**config.mk**
```make
export PLATFORM = sky130hd
export DESIGN_NAME = r5m_div_chain
export DESIGN_NICKNAME = d
export VERILOG_FILES = /design/src/hw/rtl/raid5_sector_to_disk_mapper_macros.svh /design/src/hw/rtl/r5m_pkg.sv /design/src/hw/rtl/r5m_div_cell.sv /design/src/hw/rtl/r5m_div_chain.sv
export SDC_FILE = /design/constraint.sdc
export NUM_CORES = 2
export LEC_CHECK = 0
export BUFFER_PORTS_ARGS = -buffer_cell sky130_fd_sc_hd__buf_2
export CORE_AREA = 4 4 423 425
export CTS_CLUSTER_SIZE = 20
export DETAILED_ROUTE_END_ITERATION = 16
export DIE_AREA = 0 0 427 429
export PLACE_DENSITY = 0.76
export SETUP_SLACK_MARGIN = 0.3
export SLEW_MARGIN = 5
export SYNTH_ARGS = -nofsm -noshare
export SYNTH_HDL_FRONTEND = slang
export SYNTH_SLANG_ARGS = --single-unit
```
**constraint.sdc**
```tcl
create_clock -name clk -period 8.4 [get_ports clk]
set_clock_uncertainty 0.15 [all_clocks]
set_input_delay 0.84 -clock clk [delete_from_list [all_inputs] [get_ports clk]]
set_output_delay 0.84 -clock clk [all_outputs]
set_load 0.05 [all_outputs]
```
**src/hw/rtl/raid5_sector_to_disk_mapper_macros.svh**
```systemverilog
// assertion helpers for the sector mapper
`ifndef RAID5_SECTOR_TO_DISK_MAPPER_MACROS_SVH
`define RAID5_SECTOR_TO_DISK_MAPPER_MACROS_SVH

// antecedent implies consequent in the same cycle
`define R5M_ASSERT_IMPL(lbl, clkx, rstx, a, b) \
    lbl: assert property (@(posedge clkx) disable iff (!rstx) (a) |-> (b)) \
        else $error("r5m assertion failed");

// two signals agree at every edge
`define R5M_ASSERT_EQ(lbl, clkx, rstx, a, b) \
    lbl: assert property (@(posedge clkx) disable iff (!rstx) ((a) == (b))) \
        else $error("r5m signals disagree");

`endif

```
**src/hw/rtl/r5m_pkg.sv**
```systemverilog
package r5m_pkg;

    // defaults for the top level parameters
    localparam int DEF_MAX_COLUMNS  = 32;
    localparam int DEF_ADDRESS_BITS = 48;

    // configuration port
    localparam int CFG_DATA_BITS  = 16;
    localparam int CFG_INDEX_BITS = 2;

    typedef logic [CFG_INDEX_BITS-1:0] cfg_index_t;
    typedef logic [CFG_DATA_BITS-1:0]  cfg_data_t;

    // register indexes
    localparam cfg_index_t REG_NUM_COLUMNS      = 2'd0;
    localparam cfg_index_t REG_SECTORS_PER_UNIT = 2'd1;

    // reset values
    localparam logic [5:0]  RST_NUM_COLUMNS      = 6'd3;
    localparam logic [15:0] RST_SECTORS_PER_UNIT = 16'd32;

    // beat control handed between cells
    typedef struct packed {
        logic vld;
    } beat_ctl_t;

endpackage

```
**src/hw/rtl/r5m_div_cell.sv**
```systemverilog
module r5m_div_cell #(
    parameter int W  = 48,
    parameter int DW = 16,
    parameter int SW = 1
) (
    input  logic                clk,
    input  logic                rst_n,
    input  r5m_pkg::beat_ctl_t  ctl_in,
    input  logic [DW-1:0]       rem_in,
    input  logic [W-1:0]        work_in,
    input  logic [SW-1:0]       side_in,
    input  logic [DW-1:0]       divisor,
    output r5m_pkg::beat_ctl_t  ctl_out,
    output logic [DW-1:0]       rem_out,
    output logic [W-1:0]        work_out,
    output logic [SW-1:0]       side_out
);
    import r5m_pkg::*;

    beat_ctl_t     ctl_reg;
    logic [DW-1:0] rem_reg, rem_next;
    logic [W-1:0]  work_reg, work_next;
    logic [SW-1:0] side_reg;
    logic [DW:0]   trial;
    logic [DW:0]   diff;
    logic          take;

    // one restoring step: shift in the next dividend bit, subtract if it fits
    always_comb
    begin
        trial     = {rem_in, work_in[W-1]};
        diff      = trial - {1'b0, divisor};
        take      = (trial >= {1'b0, divisor});
        rem_next  = take ? diff[DW-1:0] : trial[DW-1:0];
        work_next = {work_in[W-2:0], take};
    end

    // control
    always_ff @(posedge clk or negedge rst_n)
    begin
        if (!rst_n)
        begin
            ctl_reg <= '0;
        end
        else
        begin
            ctl_reg <= ctl_in;
        end
    end

    // payload
    always_ff @(posedge clk)
    begin
        rem_reg  <= rem_next;
        work_reg <= work_next;
        side_reg <= side_in;
    end

    assign ctl_out  = ctl_reg;
    assign rem_out  = rem_reg;
    assign work_out = work_reg;
    assign side_out = side_reg;

endmodule

```
**src/hw/rtl/r5m_div_chain.sv**
```systemverilog
module r5m_div_chain #(
    parameter int W  = 48,
    parameter int DW = 16,
    parameter int SW = 1
) (
    input  logic                clk,
    input  logic                rst_n,
    input  r5m_pkg::beat_ctl_t  ctl_in,
    input  logic [W-1:0]        dividend,
    input  logic [SW-1:0]       side_in,
    input  logic [DW-1:0]       divisor,
    output r5m_pkg::beat_ctl_t  ctl_out,
    output logic [W-1:0]        quotient,
    output logic [DW-1:0]       remainder,
    output logic [SW-1:0]       side_out
);
    import r5m_pkg::*;

    beat_ctl_t     ctl_c  [W+1];
    logic [DW-1:0] rem_c  [W+1];
    logic [W-1:0]  work_c [W+1];
    logic [SW-1:0] side_c [W+1];

    // head of the row
    assign ctl_c[0]  = ctl_in;
    assign rem_c[0]  = '0;
    assign work_c[0] = dividend;
    assign side_c[0] = side_in;

    // one quotient bit per cell, most significant first
    for (genvar i = 0; i < W; i++)
    begin : g_cell
        r5m_div_cell #(.W(W), .DW(DW), .SW(SW)) u_cell (
            .clk      (clk),
            .rst_n    (rst_n),
            .ctl_in   (ctl_c[i]),
            .rem_in   (rem_c[i]),
            .work_in  (work_c[i]),
            .side_in  (side_c[i]),
            .divisor  (divisor),
            .ctl_out  (ctl_c[i+1]),
            .rem_out  (rem_c[i+1]),
            .work_out (work_c[i+1]),
            .side_out (side_c[i+1])
        );
    end

    assign ctl_out   = ctl_c[W];
    assign quotient  = work_c[W];
    assign remainder = rem_c[W];
    assign side_out  = side_c[W];

endmodule

```
Yosys cells after proc, flatten, opt, wreduce, memory -nomap -nowiden --
Index checks and enable logic that the tools add are counted.
Word-level totals: register bits after elaboration 3168, bits of input ports 68, output and inout port bits 66, word-level logic and storage cells 337
Operators by class: add/sub/neg operators 48, $lt $le $gt $ge 48, mux-type cells 48
Operator list (count):
- $ge 17x16->1 | 47
- $mux 16 | 47
- $sub 16x16->16 | 47
- $ge 1x16->1 | 1
- $sub 1x16->16 | 1
- $mux 1 | 1

Logic depth before layout (Yosys ltp) --
depth in word-level cells 2, depth in mapped cells 14, mapped depth without buffers 12

Modules after synthesis --
Synthesis repeated with hierarchy kept, for this count alone.
Unflattened totals: cells, all modules 10643, area total of the unflattened synthesis 119967.6 um^2
By module, submodules not included:
- r5m_div_cell at g_cell[17].u_cell ... | times used 32, cells an instance 221, area each 2471.1 um^2, seq. area each 1326.3 um^2
- r5m_div_cell at g_cell[0].u_cell ... | times used 15, cells an instance 223, area each 2556.2 um^2, seq. area each 1326.3 um^2
- r5m_div_cell at g_cell[4].u_cell | times used 1, cells an instance 225, area each 2544.9 um^2, seq. area each 1326.3 um^2
- r5m_div_chain | times used 1, cells an instance 1, area each 3.8 um^2, seq. area each 0.0 um^2

Worst setup path after synthesis --
Ideal clock, no wire load.
path kind input -> register, start input divisor[1], end register g_cell[29].u_cell.rem_reg[10], setup time 0.121 ns, arrival time 4.892 ns, data required time 8.129 ns, slack 3.237 ns, stages on the path 13, buffers on the path 2, cell sequence clkbuf_1 -> inv_1 -> ha_1 -> nor2b_4 -> o31a_1 -> o31a_1 -> o211a_1 -> o21a_1 -> o31a_1 -> o211a_1 -> a2111oi_4 -> buf_6 -> mux2_4
Between the ends: cells in the longest elaborated chain, start to end 2, elaborated cells on any way between the ends 3, those cells by class add/sub: 1; order compare: 1; mux: 1
RTL lines:
- from (decl) | line r5m_div_chain.sv:11 | input logic [DW-1:0] divisor,
- $sub 16x16->16 / $ge 17x16->1 (equally long branches) | line r5m_div_cell.sv:32, r5m_div_cell.sv:33
- $mux 16 * | line r5m_div_cell.sv:34 | rem_next = take ? diff[DW-1:0] : trial[DW-1:0];
- named net g_cell[29].u_cell.rem_next[10] | line r5m_div_cell.sv:21 | logic [DW-1:0] rem_reg, rem_next;
- to (signal assigned) | line r5m_div_cell.sv:54 | rem_reg <= rem_next;
- to (decl) | line r5m_div_cell.sv:21
Mark *: on every way through the listed nets, which the timed path passes. The rest lies on a longest branch. A chain may end at the register's enable or synchronous reset.

Worst setup path in the final report --
start input divisor[12], end register g_cell[26].u_cell.rem_reg[0]
Between the ends: cells in the longest elaborated chain, start to end 2
RTL lines:
- $ge 17x16->1 | line r5m_div_cell.sv:33 | take = (trial >= {1'b0, divisor});
- $mux 16 | line r5m_div_cell.sv:34
- named net g_cell[26].u_cell.rem_next[0] | line r5m_div_cell.sv:21
- to (signal assigned) | line r5m_div_cell.sv:54
- to (decl) | line r5m_div_cell.sv:21
The timed path passes the listed nets, and every way through them passes these cells.

==> flow_metrics.py <==
metrics = {
    "clock_network": {
        "cts_root_buf": "clkbuf_16",
        "cts_buffer_depth": 4,
        "path_clk_slew_ns": 0.07,
        "ctsResizeCount": 0,
        "clk-insertion-delay-late_ns": 0.96,
        "ctsHoldBuffers": 50,
        "cts_sinks": 3168,
        "cts_setup_buffers": 0,
        "cts_buffers": 314,
        "htreeDepth": 5,
        "cts_tree": "yes",
    },
    "logic_synthesis": {
        "syn-num-nets": 9845,
        "ys_seq_elements": 3168,
        "synth_area_sq_um": 104700,
        "synthAdderAreaFrac": 0.09906,
        "yosys.area_share.simple": 0.08023,
        "syn-mean-instance-area_sq_um": 11.67,
        "synth_seq_area_share": 0.6078,
        "synthArstFlopShare": 0.01515,
        "netlist_instances": 8976,
        "synth-edff-count": 0,
        "synth_top_family_by_area": "compound AO/OA/AOI/OAI gates",
        "post_synth_num_cell_types": 79,
        "yosys.area.top_type_share": 0.5964,
        "synth_xor_area_frac": 0.04691,
        "synthTopCellsByArea": "dfxtp_1 60%, ha_1 9.0%, mux2_2 3.5%",
        "synth_ff_type": "dfxtp_1",
        "synth_top_cell_by_area": "dfxtp_1",
        "yosys_warnings": 0,
        "synthMuxAreaShare": 0.04020,
        "synth-compound-area-share": 0.1122,
    },
    "route": {
        "wl_per_cell_um": 18.72,
        "wirelength_um": 224600,
        "vias_per_cell": 5.476,
        "first_iter_violations": 4131,
        "vias": 65690,
        "antenna_left": 0,
        "dr.pass1.iters": 6,
        "drc": 0,
    },
    "global_route": {
        "grt_usage": 0.2410,
        "antenna_found_initial": 5,
        "grt_pass1_vias": 66660,
        "grt_overflow": 0,
        "grt_max_degree": 49,
        "grt_pass1_wl_um": 351800,
    },
    "worst_setup_path": {
        "cpMostUsedCell": "buf_4",
        "cp-start-kind": "input pin",
        "cp_slowest_cell": "a2111oi_2",
        "cpPeakStageDelay_ns": 1.12,
        "cp_num_buf_inv": 4,
        "cp_data_arrival_time_ns": 5.27,
        "path_delay_family": "compound AO/OA/AOI/OAI gates",
        "crit_chain": "buf_2 > inv_2 > buf_4 > ha_1 > nand2_1 > nor4_1 > a2111oi_0 > a21oi_1 > a2111oi_2 > buf_4 > mux2i_1",
        "critical_path_class": "in2reg",
        "cp-end-kind": "flip-flop",
        "worst-endpoint-required_ns": 9.08,
        "cp_max_fo": 21,
    },
    "cells_and_area": {
        "fillers": 12550,
        "seqCellArea_sq_um": 63660,
        "final_cells": 12000,
        "area_delta_synth_final_pct": 14.23,
        "layout-drive-gt1-share": 0.1137,
        "layout.cells.most_common": "dfxtp_1",
        "final_util": 0.6823,
        "layout_common_cells": "3120 x dfxtp_1, 754 x ha_1, 648 x a21oi_1",
        "multi_input_area_sq_um": 39750,
        "fin_nets": 10300,
    },
    "power_and_ir_drop": {
        "pwr-share-comb": 0.321,
        "p_per_area_nw_per_um2": 425.3,
        "internal_power_mw": 34.56,
        "ir_drop_uv": 196.6,
        "clkPwrFrac": 0.278,
        "power_switching_mw": 16.32,
        "power_frac_seq": 0.401,
        "leakage_nw": 51.94,
        "p_sw_frac": 0.3207,
    },
    "sta": {
        "hold_violations": 0,
        "slew_headroom": 0.1525,
        "fin_crit_sh": 0.5472,
        "tns_ns": 0,
        "min_period_ns": 4.597,
        "slew_viol_final": 0,
        "setup_viol_count_final": 0,
        "worst_slew_pin_slew_ns": 1.267,
        "hold_slack_ns": 0.1092,
        "rsz0062_at_grt": "no",
        "fmax_ghz": 0.2175,
    },
    "floorplanning": {
        "rows": 154,
        "core_sq_um": 175300,
        "fp.dieH_um": 429,
        "die_w_um": 427,
        "die_area_sq_um": 183200,
        "ioPinCount": 134,
        "initial_core_util": 0.5973,
    },
    "outcome": {
        "status": "complete, no violations",
    },
    "placed_design": {
        "dp_hpwl_um": 143000,
        "dp_cells": 11410,
        "place.gp.congestion": 0.8958,
        "port-buffer-count": 133,
    },
    "flow_run": {
        "drv_cap": 0,
    },
    "worst_hold_path": {
        "hold_path.class": "reg2reg",
    },
}
-- metal layers --
layer	global-route usage	vias up	share of wire
met5	0	-	0.000089
met4	0.1031	2	0.042
met3	0.04011	599	0.055
met2	0.4238	1876	0.49
met1	0.2906	30940	0.41
li1	-	32270	-
-- final cells by class --
class                           count  share of cell area
Sequential cell                  3168              0.5321
Clock inverter                     96             0.01167
Multi-Input combinational cell   5433              0.3322
Clock buffer                      439             0.07622
Timing Repair Buffer              247             0.01476
Inverter                          270            0.008471
Antenna cell                        3          0.00006275
Tap cell                         2340             0.02447
-- worst reg2reg max path, cell delays in order (launching register included) --
cell and delay [ns]:
dfxtp_1 0.38, ha_1 0.25, nor2b_1 0.15, o31a_1 0.28
o31a_1 0.27, o41ai_1 0.50, o21ai_0 0.29, o21ai_0 0.24
a22o_1 0.73, inv_1 0.18, mux2_2 0.32
-- state kept, by name, summed over array words and instances, names as in the netlist --
register,flops
g_cell.u_cell.work_out,2304
g_cell.u_cell.side_out,48
g_cell.u_cell.rem_out,768
g_cell.u_cell.ctl_out,48
-- logic make-up (layout without fill, tap and decap cells) --
logic type	count (synthesis)	in the layout
fa+ha+maj	801	801
simple gates	1779	1779
other cells	0	3
compound gates	1916	1916
xor+xnor	561	561
buf+inv	375	1052
flops	3168	3168
mux	376	376
-- cells in the mapped netlist, types with 100 or more instances --
master    instances
nand2_1         457
ha_1            754
nand4_1         110
o21a_1          103
o21ai_0         477
a21o_1          188
xnor2_1         351
nor2_1          562
a21oi_1         649
nor3_1          137
dfxtp_1        3120
inv_1           270
mux2_2          329
nand2b_1        105
nor2b_1         130
clkbuf_1        100
xor2_1          210
-- power by group through the flow --
stage,clock [mW],sequential (mW),combinational (mW)
2_1_floorplan,0,20.2,12.4
3_3_place_gp,0,20.6,15.5
3_5_place_dp,0,20.7,15.8
4_1_cts,14.5,20.5,16.1
5_1_grt,15.1,20.7,18.0
6_report,14.1,20.4,16.3
-- metrics by stage --
stage	total power, mW	setup WS, ns	instance area, sq um
floorplan	32.66	3.237	104700
global placement	36.08	3.018	108600
detailed placement	36.54	2.949	108600
CTS	51.09	3.883	119600
global route	53.84	3.544	119600
finish	50.88	3.803	119600
-- worst paths after layout --
path                                                        from                               endpoint  slack, ns  cells past startpoint
setup reg to reg             g_cell[7].u_cell.rem_out[0]$_DFF_P_   g_cell[8].u_cell.rem_out[14]$_DFF_P_       4.55                     10
hold reg to reg            g_cell[12].u_cell.work_out[3]$_DFF_P_  g_cell[13].u_cell.work_out[4]$_DFF_P_       0.11                      0
hold / removal             g_cell[12].u_cell.work_out[3]$_DFF_P_  g_cell[13].u_cell.work_out[4]$_DFF_P_       0.11                      0
min in group asynchronous                                  rst_n    g_cell[16].u_cell.ctl_out$_DFF_PN0_       0.51                      2
setup / recovery                                     divisor[12]   g_cell[26].u_cell.rem_out[0]$_DFF_P_       3.80                     11
max in group asynchronous                                  rst_n    g_cell[42].u_cell.ctl_out$_DFF_PN0_       6.95                      2
No activity file was read; power rests on OpenSTA's default activity.
